[config.mk]
export PLATFORM = sky130hd
export DESIGN_NAME = axis_piecewise_linear_unmap
export DESIGN_NICKNAME = d
export VERILOG_FILES = /design/src/sv/axpl_pkg.sv /design/src/sv/axis_piecewise_linear_unmap.sv /design/src/sv/axpl_front.sv /design/src/sv/axpl_back.sv
export SDC_FILE = /design/constraint.sdc
export NUM_CORES = 2
export LEC_CHECK = 0
export BUFFER_PORTS_ARGS = -buffer_cell sky130_fd_sc_hd__buf_2
export CAP_MARGIN = 20
export CORE_MARGIN = 2
export CORE_UTILIZATION = 45
export DETAILED_ROUTE_END_ITERATION = 8
export GPL_ROUTABILITY_DRIVEN = 1
export PLACE_DENSITY = 0.62
export SETUP_SLACK_MARGIN = 0.5
export SYNTH_ARGS = -nofsm -noshare
export SYNTH_HDL_FRONTEND = slang
export SYNTH_HIERARCHICAL = 1
export SYNTH_SLANG_ARGS = --single-unit
[constraint.sdc]
create_clock -name clk -period 14.1 [get_ports clk]
set_clock_uncertainty 0.15 [all_clocks]
set_input_delay 2.82 -clock clk [delete_from_list [all_inputs] [get_ports clk]]
set_output_delay 2.82 -clock clk [all_outputs]
set_load 0.05 [all_outputs]
[src/sv/axpl_pkg.sv]
package axpl_pkg;

	// Table geometry
	localparam int MAX_POINTS = 8;
	localparam int NUM_AXES   = 4;
	localparam int NUM_CFG    = 4;
	localparam int PT_W       = $clog2(MAX_POINTS);
	localparam int DEPTH      = NUM_AXES * MAX_POINTS;
	localparam int ADDR_W     = $clog2(DEPTH);

	// Field widths
	localparam int CNT_W   = 4;
	localparam int AXIS_W  = 2;
	localparam int SLOT_W  = 3;
	localparam int BL_W    = 17;
	localparam int DS_W    = 32;
	localparam int SEG_W   = 3;
	localparam int PADDR_W = $clog2(NUM_CFG) + 2;
	localparam int PDATA_W = 32;

	// Command queue between front and back
	localparam int QDEPTH = 2;
	localparam int QPTR_W = $clog2(QDEPTH);
	localparam int QCNT_W = $clog2(QDEPTH + 1);

	// Interpolation datapath
	localparam int MAG_W     = DS_W + 1;
	localparam int PROD_W    = BL_W + MAG_W;
	localparam int REM_W     = BL_W;
	localparam int DIV_STEPS = MAG_W;
	localparam int DIVC_W    = $clog2(DIV_STEPS + 1);

	localparam logic OP_WRITE = 1'b0;
	localparam logic OP_EVAL  = 1'b1;

	typedef enum logic [1:0] {
		REGION_BELOW  = 2'd0,
		REGION_INTERP = 2'd1,
		REGION_ABOVE  = 2'd2
	} region_t;

	typedef struct packed {
		logic                   op;
		logic [AXIS_W-1:0]      axis_index;
		logic [SLOT_W-1:0]      point_index;
		logic [BL_W-1:0]        blend_coord;
		logic signed [DS_W-1:0] design_coord;
		logic [BL_W-1:0]        query_coord;
	} req_t;

	typedef struct packed {
		logic signed [DS_W-1:0] mapped_design;
		region_t                region;
		logic [SEG_W-1:0]       segment;
	} rsp_t;

	typedef enum logic {
		CMD_WRITE = 1'b0,
		CMD_EVAL  = 1'b1
	} cmd_kind_t;

	typedef struct packed {
		cmd_kind_t              kind;
		logic [AXIS_W-1:0]      axis;
		logic [PT_W-1:0]        point;
		logic [PT_W-1:0]        last;
		logic [BL_W-1:0]        blend;
		logic signed [DS_W-1:0] design_val;
		logic [BL_W-1:0]        query;
	} cmd_t;

	typedef struct packed {
		logic [BL_W-1:0]        blend;
		logic signed [DS_W-1:0] design_val;
	} mem_word_t;

	typedef enum logic [2:0] {
		BK_IDLE,
		BK_FIRST,
		BK_SCAN,
		BK_MUL,
		BK_DIV,
		BK_FIX,
		BK_OUT
	} bk_state_t;

	function automatic logic [ADDR_W-1:0] mem_addr(input logic [AXIS_W-1:0] axis,
		input logic [PT_W-1:0] pt);
		return ADDR_W'(int'(axis) * MAX_POINTS + int'(pt));
	endfunction

endpackage

[src/sv/axis_piecewise_linear_unmap.sv]
// Channel   Direction  Handshake                   Payload
// req       in         req_valid / req_ready       axpl_pkg::req_t (write or evaluate)
// rsp       out        rsp_valid / rsp_ready       axpl_pkg::rsp_t (one per evaluate)
// apb       in/out     psel penable pwrite pready  points_axis0..3 at 0x0, 0x4, 0x8, 0xC
//
// A write transaction is done by the back end in its idle state.
// An evaluate transaction clamps below, clamps above (n breakpoints in use) or
// interpolates on segment j; an interpolated result goes through the multiply and
// the 33-step restoring divider.
// Reset clears the queue, the sequencer and the result valid; the point counts reset to 2.
// A two-entry command queue lets req keep flowing while the back end works or rsp stalls.
module axis_piecewise_linear_unmap (
	input  logic                          clk,
	input  logic                          arst_n,
	input  logic                          psel,
	input  logic                          penable,
	input  logic                          pwrite,
	input  logic [axpl_pkg::PADDR_W-1:0]  paddr,
	input  logic [axpl_pkg::PDATA_W-1:0]  pwdata,
	output logic [axpl_pkg::PDATA_W-1:0]  prdata,
	output logic                          pready,
	input  logic                          req_valid,
	output logic                          req_ready,
	input  axpl_pkg::req_t                req,
	output logic                          rsp_valid,
	input  logic                          rsp_ready,
	output axpl_pkg::rsp_t                rsp
);
	import axpl_pkg::*;

	// Point-count registers, one per axis
	logic [NUM_CFG-1:0][CNT_W-1:0] pts_q;
	logic [$clog2(NUM_CFG)-1:0]    reg_sel;

	logic cmd_valid;
	logic cmd_pop;
	cmd_t cmd;

	assign reg_sel = paddr[PADDR_W-1:2];
	assign pready  = 1'b1;
	assign prdata  = PDATA_W'(pts_q[reg_sel]);

	// Write at the access phase; keep only the count bits
	always_ff @(posedge clk or negedge arst_n) begin
		if (!arst_n) begin
			for (int i = 0; i < NUM_CFG; i++) begin
				pts_q[i] <= CNT_W'(2);
			end
		end else if (psel && penable && pwrite) begin
			pts_q[reg_sel] <= pwdata[CNT_W-1:0];
		end
	end

	// Front: accept, clamp the point count, drop transactions with no effect, queue
	axpl_front u_front (
		.clk       (clk),
		.arst_n    (arst_n),
		.req_valid (req_valid),
		.req_ready (req_ready),
		.req       (req),
		.points    (pts_q),
		.cmd_valid (cmd_valid),
		.cmd_pop   (cmd_pop),
		.cmd       (cmd)
	);

	// Back: breakpoint table, segment search, multiply, divide, result register
	axpl_back u_back (
		.clk       (clk),
		.arst_n    (arst_n),
		.cmd_valid (cmd_valid),
		.cmd_pop   (cmd_pop),
		.cmd       (cmd),
		.rsp_valid (rsp_valid),
		.rsp_ready (rsp_ready),
		.rsp       (rsp)
	);

endmodule

[src/sv/axpl_front.sv]
module axpl_front (
	input  logic                                              clk,
	input  logic                                              arst_n,
	input  logic                                              req_valid,
	output logic                                              req_ready,
	input  axpl_pkg::req_t                                    req,
	input  logic [axpl_pkg::NUM_CFG-1:0][axpl_pkg::CNT_W-1:0] points,
	output logic                                              cmd_valid,
	input  logic                                              cmd_pop,
	output axpl_pkg::cmd_t                                    cmd
);
	import axpl_pkg::*;

	cmd_t              q_q [QDEPTH];
	logic [QPTR_W-1:0] rd_ptr_q;
	logic [QPTR_W-1:0] wr_ptr_q;
	logic [QCNT_W-1:0] cnt_q;

	logic [CNT_W-1:0] cnt_cfg;
	logic [CNT_W:0]   n_use;
	logic             keep;
	logic             push;
	cmd_t             cmd_new;

	// Classify: clamp the point count, drop items that address nothing
	always_comb begin
		cnt_cfg = points[req.axis_index];
		if (cnt_cfg == '0) begin
			n_use = (CNT_W+1)'(1);
		end else if ({1'b0, cnt_cfg} > (CNT_W+1)'(MAX_POINTS)) begin
			n_use = (CNT_W+1)'(MAX_POINTS);
		end else begin
			n_use = {1'b0, cnt_cfg};
		end
		keep = (int'(req.axis_index) < NUM_AXES) &&
			((req.op == OP_EVAL) || (int'(req.point_index) < MAX_POINTS));
		cmd_new.kind       = (req.op == OP_EVAL) ? CMD_EVAL : CMD_WRITE;
		cmd_new.axis       = req.axis_index;
		cmd_new.point      = PT_W'(req.point_index);
		cmd_new.last       = PT_W'(n_use - 1'b1);
		cmd_new.blend      = req.blend_coord;
		cmd_new.design_val = req.design_coord;
		cmd_new.query      = req.query_coord;
	end

	assign req_ready = (cnt_q != QCNT_W'(QDEPTH));
	assign push      = req_valid && req_ready && keep;
	assign cmd_valid = (cnt_q != '0);
	assign cmd       = q_q[rd_ptr_q];

	always_ff @(posedge clk or negedge arst_n) begin
		if (!arst_n) begin
			rd_ptr_q <= '0;
			wr_ptr_q <= '0;
			cnt_q    <= '0;
		end else begin
			if (push) begin
				wr_ptr_q <= (int'(wr_ptr_q) == QDEPTH - 1) ? '0 : wr_ptr_q + 1'b1;
			end
			if (cmd_pop) begin
				rd_ptr_q <= (int'(rd_ptr_q) == QDEPTH - 1) ? '0 : rd_ptr_q + 1'b1;
			end
			if (push && !cmd_pop) begin
				cnt_q <= cnt_q + 1'b1;
			end else if (!push && cmd_pop) begin
				cnt_q <= cnt_q - 1'b1;
			end
		end
	end

	always_ff @(posedge clk) begin
		if (push) begin
			q_q[wr_ptr_q] <= cmd_new;
		end
	end

	a_cnt_bound: assert property (@(posedge clk) disable iff (!arst_n)
		int'(cnt_q) <= QDEPTH)
		else $error("command queue count beyond depth");

	a_cnt_push: assert property (@(posedge clk) disable iff (!arst_n)
		(push && !cmd_pop) |=> (cnt_q == $past(cnt_q) + 1'b1))
		else $error("command queue lost a push");

endmodule

[src/sv/axpl_back.sv]
module axpl_back (
	input  logic           clk,
	input  logic           arst_n,
	input  logic           cmd_valid,
	output logic           cmd_pop,
	input  axpl_pkg::cmd_t cmd,
	output logic           rsp_valid,
	input  logic           rsp_ready,
	output axpl_pkg::rsp_t rsp
);
	import axpl_pkg::*;

	bk_state_t state_q, state_d;

	mem_word_t mem [DEPTH];
	mem_word_t rd_q;
	mem_word_t prev_q;

	logic [AXIS_W-1:0]      axis_q;
	logic [BL_W-1:0]        query_q;
	logic [PT_W-1:0]        last_q;
	logic [PT_W-1:0]        j_q;
	logic signed [DS_W-1:0] lo_q;
	logic                   neg_q;
	logic [MAG_W-1:0]       mag_q;
	logic [BL_W-1:0]        off_q;
	logic [BL_W-1:0]        den_q;
	logic [REM_W-1:0]       rem_q;
	logic [MAG_W-1:0]       quo_q;
	logic [DIVC_W-1:0]      divc_q;
	logic signed [DS_W-1:0] res_design_q;
	region_t                res_region_q;
	logic [SEG_W-1:0]       res_seg_q;
	logic                   rsp_valid_q;
	rsp_t                   rsp_q;

	logic                    mem_we;
	logic                    load_out;
	logic                    hit;
	logic [PT_W-1:0]         rd_pt;
	logic [AXIS_W-1:0]       rd_axis;
	logic [ADDR_W-1:0]       rd_addr;
	logic signed [MAG_W-1:0] diff;
	logic [MAG_W-1:0]        mag;
	logic [PROD_W-1:0]       num;
	logic [REM_W:0]          trial;
	logic                    ge;
	logic [MAG_W:0]          sum;

	always_ff @(posedge clk or negedge arst_n) begin
		if (!arst_n) begin
			state_q <= BK_IDLE;
		end else begin
			state_q <= state_d;
		end
	end

	always_comb begin
		state_d  = state_q;
		cmd_pop  = 1'b0;
		mem_we   = 1'b0;
		load_out = 1'b0;
		rd_pt    = '0;
		hit      = (query_q <= rd_q.blend);
		case (state_q)
			BK_IDLE: begin
				if (cmd_valid) begin
					cmd_pop = 1'b1;
					if (cmd.kind == CMD_WRITE) begin
						mem_we = 1'b1;
					end else begin
						state_d = BK_FIRST;
					end
				end
			end
			BK_FIRST: begin
				rd_pt = PT_W'(1);
				if (hit || last_q == '0) begin
					state_d = BK_OUT;
				end else begin
					state_d = BK_SCAN;
				end
			end
			BK_SCAN: begin
				rd_pt = j_q + 1'b1;
				if (hit) begin
					state_d = BK_MUL;
				end else if (j_q == last_q) begin
					state_d = BK_OUT;
				end
			end
			BK_MUL: begin
				state_d = BK_DIV;
			end
			BK_DIV: begin
				if (divc_q == DIVC_W'(DIV_STEPS - 1)) begin
					state_d = BK_FIX;
				end
			end
			BK_FIX: begin
				state_d = BK_OUT;
			end
			BK_OUT: begin
				if (!rsp_valid_q || rsp_ready) begin
					load_out = 1'b1;
					state_d  = BK_IDLE;
				end
			end
			default: begin
				state_d = BK_IDLE;
			end
		endcase
	end

	always_comb begin
		rd_axis = (state_q == BK_IDLE) ? cmd.axis : axis_q;
		rd_addr = mem_addr(rd_axis, rd_pt);
		diff    = MAG_W'(rd_q.design_val) - MAG_W'(prev_q.design_val);
		mag     = diff[MAG_W-1] ? MAG_W'(-diff) : MAG_W'(diff);
		num     = PROD_W'(off_q) * PROD_W'(mag_q) + PROD_W'(den_q >> 1);
		trial   = {rem_q, quo_q[MAG_W-1]};
		ge      = (trial >= {1'b0, den_q});
		sum     = neg_q ? ((MAG_W+1)'(lo_q) - (MAG_W+1)'(quo_q))
			: ((MAG_W+1)'(lo_q) + (MAG_W+1)'(quo_q));
	end

	always_ff @(posedge clk) begin
		if (mem_we) begin
			mem[mem_addr(cmd.axis, cmd.point)] <= '{blend: cmd.blend,
				design_val: cmd.design_val};
		end
		rd_q <= mem[rd_addr];
		case (state_q)
			BK_IDLE: begin
				axis_q  <= cmd.axis;
				query_q <= cmd.query;
				last_q  <= cmd.last;
				j_q     <= PT_W'(1);
			end
			BK_FIRST: begin
				prev_q       <= rd_q;
				res_design_q <= rd_q.design_val;
				res_seg_q    <= '0;
				res_region_q <= hit ? REGION_BELOW : REGION_ABOVE;
			end
			BK_SCAN: begin
				prev_q    <= rd_q;
				j_q       <= j_q + 1'b1;
				res_seg_q <= SEG_W'(j_q);
				if (hit) begin
					lo_q         <= prev_q.design_val;
					neg_q        <= diff[MAG_W-1];
					mag_q        <= mag;
					off_q        <= query_q - prev_q.blend;
					den_q        <= rd_q.blend - prev_q.blend;
					res_region_q <= REGION_INTERP;
				end else begin
					res_design_q <= rd_q.design_val;
					res_region_q <= REGION_ABOVE;
				end
			end
			BK_MUL: begin
				rem_q  <= num[PROD_W-1:MAG_W];
				quo_q  <= num[MAG_W-1:0];
				divc_q <= '0;
			end
			BK_DIV: begin
				rem_q  <= ge ? REM_W'(trial - {1'b0, den_q}) : trial[REM_W-1:0];
				quo_q  <= {quo_q[MAG_W-2:0], ge};
				divc_q <= divc_q + 1'b1;
			end
			BK_FIX: begin
				res_design_q <= sum[DS_W-1:0];
			end
			default: begin
			end
		endcase
		if (load_out) begin
			rsp_q.mapped_design <= res_design_q;
			rsp_q.region        <= res_region_q;
			rsp_q.segment       <= res_seg_q;
		end
	end

	always_ff @(posedge clk or negedge arst_n) begin
		if (!arst_n) begin
			rsp_valid_q <= 1'b0;
		end else if (load_out) begin
			rsp_valid_q <= 1'b1;
		end else if (rsp_ready) begin
			rsp_valid_q <= 1'b0;
		end
	end

	assign rsp_valid = rsp_valid_q;
	assign rsp       = rsp_q;

	a_div_rem: assert property (@(posedge clk) disable iff (!arst_n)
		(state_q == BK_DIV) |-> (rem_q < den_q))
		else $error("divider remainder not below divisor");

	a_mul_seg: assert property (@(posedge clk) disable iff (!arst_n)
		(state_q == BK_MUL) |-> ((den_q != '0) && (off_q <= den_q)))
		else $error("segment offset outside segment");

	a_out_hold: assert property (@(posedge clk) disable iff (!arst_n)
		(state_q == BK_OUT && rsp_valid_q && !rsp_ready) |=> (state_q == BK_OUT))
		else $error("result register overwritten while stalled");

endmodule

Word level (Yosys, flattened, before mapping):

Memories as Yosys holds them, arrays and structs flattened. A register that Yosys moved wholly into a read port is not among the register bits.
Cells that the tools add are included.

* add/subtract/negate cells: 17
* $mul: 1
* reduce and logical (&&, ||, !) cells: 25
* equality and inequality tests: 15
* order comparisons: 6
* mux-type cells: 50

Operators by type and width (number)
* two-way mux 32 bit: 3
* one-hot mux 32 bit (3 select lines): 1
* one-hot mux 33 bit (2 select lines): 1
* subtractor 17 bit: 3
* adder 50 x 16 -> 50 bit: 1
* multiplier 17 x 33 -> 50 bit: 1
* one-hot mux 17 bit (2 select lines): 1
* negation 33 bit: 1
* subtractor 32 x 32 -> 33 bit: 1
* adder 32 bit: 1
* subtractor 32 bit: 1
* two-way mux 3 bit: 9
* one-hot mux 3 bit (7 select lines): 1
* >= comparator 18 x 17 -> 1 bit: 1
* one-hot mux 3 bit (2 select lines): 3
* less-or-equal comparator 17 bit: 1
* two-way mux 17 bit: 1
* binary-select mux 4 bit (select 2 bit): 2
* bitwise mux 16 bit: 1
* two-way mux 1 bit: 16
* two-way mux 4 bit: 3
* one-hot mux 6 bit (2 select lines): 1
* nonzero test 2 bit: 6
* adder 5 x 3 -> 5 bit: 2
* other kinds (29): 52

* memory bits (writable): 1718
* memories kept: 2
* register bits: 328
* input port bits: 115
* output and inout port bits: 72
* word-level logic and storage cells: 146

Memories
* u_back.mem: depth 32, width 49, rd ports 1, clocked after memory_dff 1, write ports 1, RTL line axpl_back.sv:15 `mem_word_t mem [DEPTH];`
* u_front.q_q: depth 2, width 75, rd ports 1, clocked after memory_dff 0, write ports 1, RTL line axpl_front.sv:14 `cmd_t q_q [QDEPTH];`

Longest topological paths before layout:

* depth in word-level cells: 6
* depth in mapped cells: 26

Modules after synthesis:

Netlist, hierarchy kept.

By module, submodules not included
* axpl_back: area each 97095.6 um^2, cells each 6707, instances 1
* axpl_front: area each 5744.3 um^2, cells each 262, instances 1
* axis_piecewise_linear_unmap: area each 970.9 um^2, cells each 74, instances 1

Worst setup path before layout:

OpenSTA, ideal clock, no wires.

* path kind: flip-flop to flip-flop
* start point: reg u_back/rd_q[33] (netlist name)
* end point: reg u_back.den_q[0] (enable)
* slack: 7.103 ns
* arrival time: 6.287 ns
* path buffers: 0
* clock period less this slack: 6.997 ns
* stages on the path, launching flop included: 13
* data required time: 13.390 ns
* path through: dfxtp_1 > inv_1 > ha_1 > nor2b_1 > o21a_1 > o21a_1 > o21a_1 > o21a_1 > o21ai_0 > a21boi_0 > o21ai_0 > inv_1 > nor2_1

* cells in the longest elaborated chain, start to end: 2

Ends and longest elaborated chain
* less-or-equal comparator 17 bit: RTL line axpl_back.sv:64 `hit = (query_q <= rd_q.blend);`
* AND reduction 2 bit (no source line)
* end signal: assignment: RTL line axpl_back.sv:155 `den_q <= rd_q.blend - prev_q.blend;`
* end: declaration: RTL line axpl_back.sv:27 `logic [BL_W-1:0] den_q;`

No other way between the ends.
A chain may end at the register's enable or synchronous reset.

Worst setup path in the final report:

* start point: reg u_back.off_q[3]
* end point: reg u_back.rem_q[14] (data pin)

* cells in the longest elaborated chain, start to end: 3

Ends and longest elaborated chain
* start: declaration: RTL line axpl_back.sv:26 `logic [BL_W-1:0] off_q;`
* start signal: assignment: RTL line axpl_back.sv:154 `off_q <= query_q - prev_q.blend;`
* multiplier 17 x 33 -> 50 bit: RTL line axpl_back.sv:120 `num = PROD_W'(off_q) * PROD_W'(mag_q) + PROD_W'(den_q >> 1);`
* adder 50 x 16 -> 50 bit: RTL line axpl_back.sv:120
* one-hot mux 17 bit (2 select lines): RTL line axpl_back.sv:133 `case (state_q)`
* end signal: assignment: RTL line axpl_back.sv:163 `rem_q <= num[PROD_W-1:MAG_W];`
* end signal: assignment: RTL line axpl_back.sv:168 `rem_q <= ge ? REM_W'(trial - {1'b0, den_q}) : trial[REM_W-1:0];`
* end: declaration: RTL line axpl_back.sv:28 `logic [REM_W-1:0] rem_q;`

No other way between the ends.

==> reports/results.ini <==
[clocking]
numCtsBuffers = 209
clock_latency_ns = 0.87
cts-resized-gates = 0
hold_buffers = 0
clock_path_buffers = 3
cts.sinks = 2095
ctsHtreeMaxLevel = 4
clock_tree.root_cell = clkbuf_16
cts_tree = built
clk_pin_slew_ns = 0.07
post-cts-setup-buffer-count = 0

[floorplanning]
die_area_um2 = 235000
die_x_um = 484
core_um2 = 230000
die_h_um = 484
rows = 176
io_pins = 187
start_util_pct = 45.2

[final_layout]
stdcell_area_um2 = 115000
drive_above_1_share_pct = 15.4
utilization_pct = 50.1
nFillCells = 19200
nets = 8051
area_delta_synth_final_pct = 10.8

[grt]
grt_usage_pct = 21.9
grt_max_degree = 121
grt_pass1_wl_um = 384000
overflow = 0
grt_pass1_vias = 60000
antenna_found_initial = 5

[route]
ant_nets = 0
wl_per_cell_um = 24.7
dr.pass1.iters = 8
vias = 58200
drt_iter0_drc = 5085
via_per_inst = 5.61
drcViolationCount = 0
routed_wl_um = 256000

[placed_design]
io_buffers = 127
dp_hpwl_um = 154000
finalWeightedCongestion = 0.860
place_area_um2 = 108000
place_ws_ns = 5.68

[yosys]
synth-simple-area-share_pct = 8.28
synthMuxAreaShare_pct = 9.88
mappedNetlistArea_um2 = 104000
yosys_warnings = 6
yosys.area.top_type_share_pct = 58.4
synth.distinct_cells = 94
synth_xor_area_share_pct = 1.75
synthTopCellsByArea = edfxtp_1 (58%), fa_1 (9.4%), mux4_2 (8.7%), ha_1 (3.3%), nand2_1 (3.2%)
ys_ff_latch = 2095
avgSynthCellArea_um2 = 14.7
synthAdderAreaFrac_pct = 12.7
ys_seq_area_share_pct = 60.0
synth_compound_area_share_pct = 3.45
synth_edf_count = 2020
synth_largest_area_cell = edfxtp_1
synth_top_family_by_area = adder cells
ys_dominant_reg_cell = edfxtp_1
async_reset_ff_share_pct = 1.15
syn_inst = 7043

[timing]
worstMarginPinSlew_ns = 1.24
tns_ns = 0
setup_viol_count_final = 0
slew_viol_final = 0
clock.fmax_ghz = 0.117
slew_headroom_pct = 16.7
rsz0062_at_grt = false
finalHoldViolCount = 0
period_share_pct = 60.5
layout_min_cycle_time_ns = 8.53
layout_setup_ws_ns = 5.57

[setup_path]
crit_path_start_kind = flip-flop
worstPathMaxFanout = 18
cp.required_ns = 14.51
critPathKind = reg2reg
arrival_ns = 8.94
end_kind = flip-flop

[flow_run]
max_cap_violations = 0

[status]
status = completed

[worst_hold_path]
min_path_type = reg2reg

kinds of logic after synthesis:
kind of cell / count (synthesis)
DFF: 2095
muxes: 512
AOI/OAI and AO/OA: 571
adders and majority gates: 762
other: 2
buffers and inverters: 1037
and+or+nand+nor: 1857
xor gates and xnor gates: 207
stage by stage:
step                      cells  hold WS (ns)
after floorplan            7070         0.250
after global placement     9986         0.257
after detailed placement   9988         0.255
after CTS                 10400         0.268
after global routing      10400         0.270
final                     10400         0.267
final timing paths:
kind	startpoint	end	slack, ns	cells past startpoint
worst max-delay path	u_back/off_q[3]	u_back/rem_q[14]	5.57	23
worst min-delay path	u_back/res_design_q[26]	u_back/rsp[31]	0.27	0
worst max register to register	u_back/off_q[3]	u_back/rem_q[14]	5.57	23
worst min register to register	u_back/res_design_q[26]	u_back/rsp[31]	0.27	0
max in group asynchronous	arst_n	u_front/rd_ptr_q	11.49	1
min in group asynchronous	arst_n	u_back/rsp_valid	1.82	1
area by class of cell:
class / instances / area, µm² / share of cell area (%)
antenna: 2 / 5.00 / 0.00435
clock buffer: 257 / 5550 / 4.83
clock inverter: 133 / 1400 / 1.22
inverter: 700 / 2640 / 2.29
multi-input combinational: 3938 / 37900 / 32.9
sequential: 2095 / 62300 / 54.1
tap: 3026 / 3790 / 3.29
timing repair buffer: 230 / 1490 / 1.30
layout by cell type (no fill, tap or decap), types with 37 or more instances in the layout:
| cell | netlist | final |
|---|---|---|
| a21oi_1 | 159 | 156 |
| clkinv_1 | 2 | 48 |
| ha_1 | 277 | 277 |
| o21ai_0 | 163 | 161 |
| mux2_2 | 98 | 98 |
| inv_1 | 695 | 695 |
| nor3_1 | 42 | 40 |
| nand2_1 | 891 | 890 |
| fa_1 | 485 | 485 |
| buf_2 | 53 | 127 |
| a21o_1 | 73 | 73 |
| edfxtp_1 | 2020 | 2020 |
| clkbuf_1 | 227 | 37 |
| and2_1 | 266 | 266 |
| nand3_1 | 291 | 289 |
| xnor2_1 | 142 | 142 |
| xor2_1 | 64 | 64 |
| nor2_1 | 207 | 173 |
| dfxtp_1 | 51 | 51 |
| clkbuf_16 | 0 | 212 |
| buf_4 | 31 | 96 |
| mux4_2 | 399 | 399 |
cells in the mapped netlist, drive strengths merged (19+ instances only):
cell	number
and3	19
nor2	207
dfrtp	20
dfxtp	51
fa	485
nor3	44
mux4	400
nand2b	27
o21ai	177
ha	277
a21oi	161
mux2	98
nand2	891
buf	110
a31oi	20
and2	267
edfxtp	2020
inv	698
nor2b	24
nand3	293
clkbuf	227
xnor2	143
a21o	74
xor2	64
critical path: stages (launching register included):
cell      delay (ns)
edfxtp_1        0.97
buf_4           0.39
nand2_1         0.11
fa_1            0.52
fa_1            0.56
fa_1            0.52
inv_1           0.05
fa_1            0.52
fa_1            0.51
inv_1           0.05
fa_1            0.48
inv_1           0.04
ha_1            0.39
a21o_1          0.20
a21o_1          0.17
a221oi_1        0.35
o21ai_0         0.19
a221oi_1        0.71
and3_1          0.32
o21ai_0         0.18
a41o_1          0.31
a21oi_1         0.18
mux2i_1         0.23
o22ai_1         0.11
layer usage:
layer	global-route usage, %	routed length [µm]
met2	37.9	131000
met4	7.00	7770
met3	2.72	14600
met1	28.7	103000
met5	0	0
flip-flops by register name, summed over array words and instances (netlist names), 2 cells and up:
register             count
u_back/off_q            17
u_back/den_q            17
u_back/rd_q             49
u_back/j_q               3
u_back/rem_q            17
u_back/quo_q            33
u_back/state_q           3
u_back/prev_q           49
u_back/rsp              37
u_back/res_region_q      2
u_back/res_seg_q         3
u_back/query_q          17
u_front/q_q            150
pts_q                   16
u_back/mem            1568
u_back/divc_q            6
u_back/axis_q            2
u_back/mag_q            33
u_back/lo_q             32
u_back/last_q            3
u_front/cnt_q            2
u_back/res_design_q     32
Power is not shown: default switching activity piles up to over one toggle a cycle in this logic, so the estimate is an artifact.
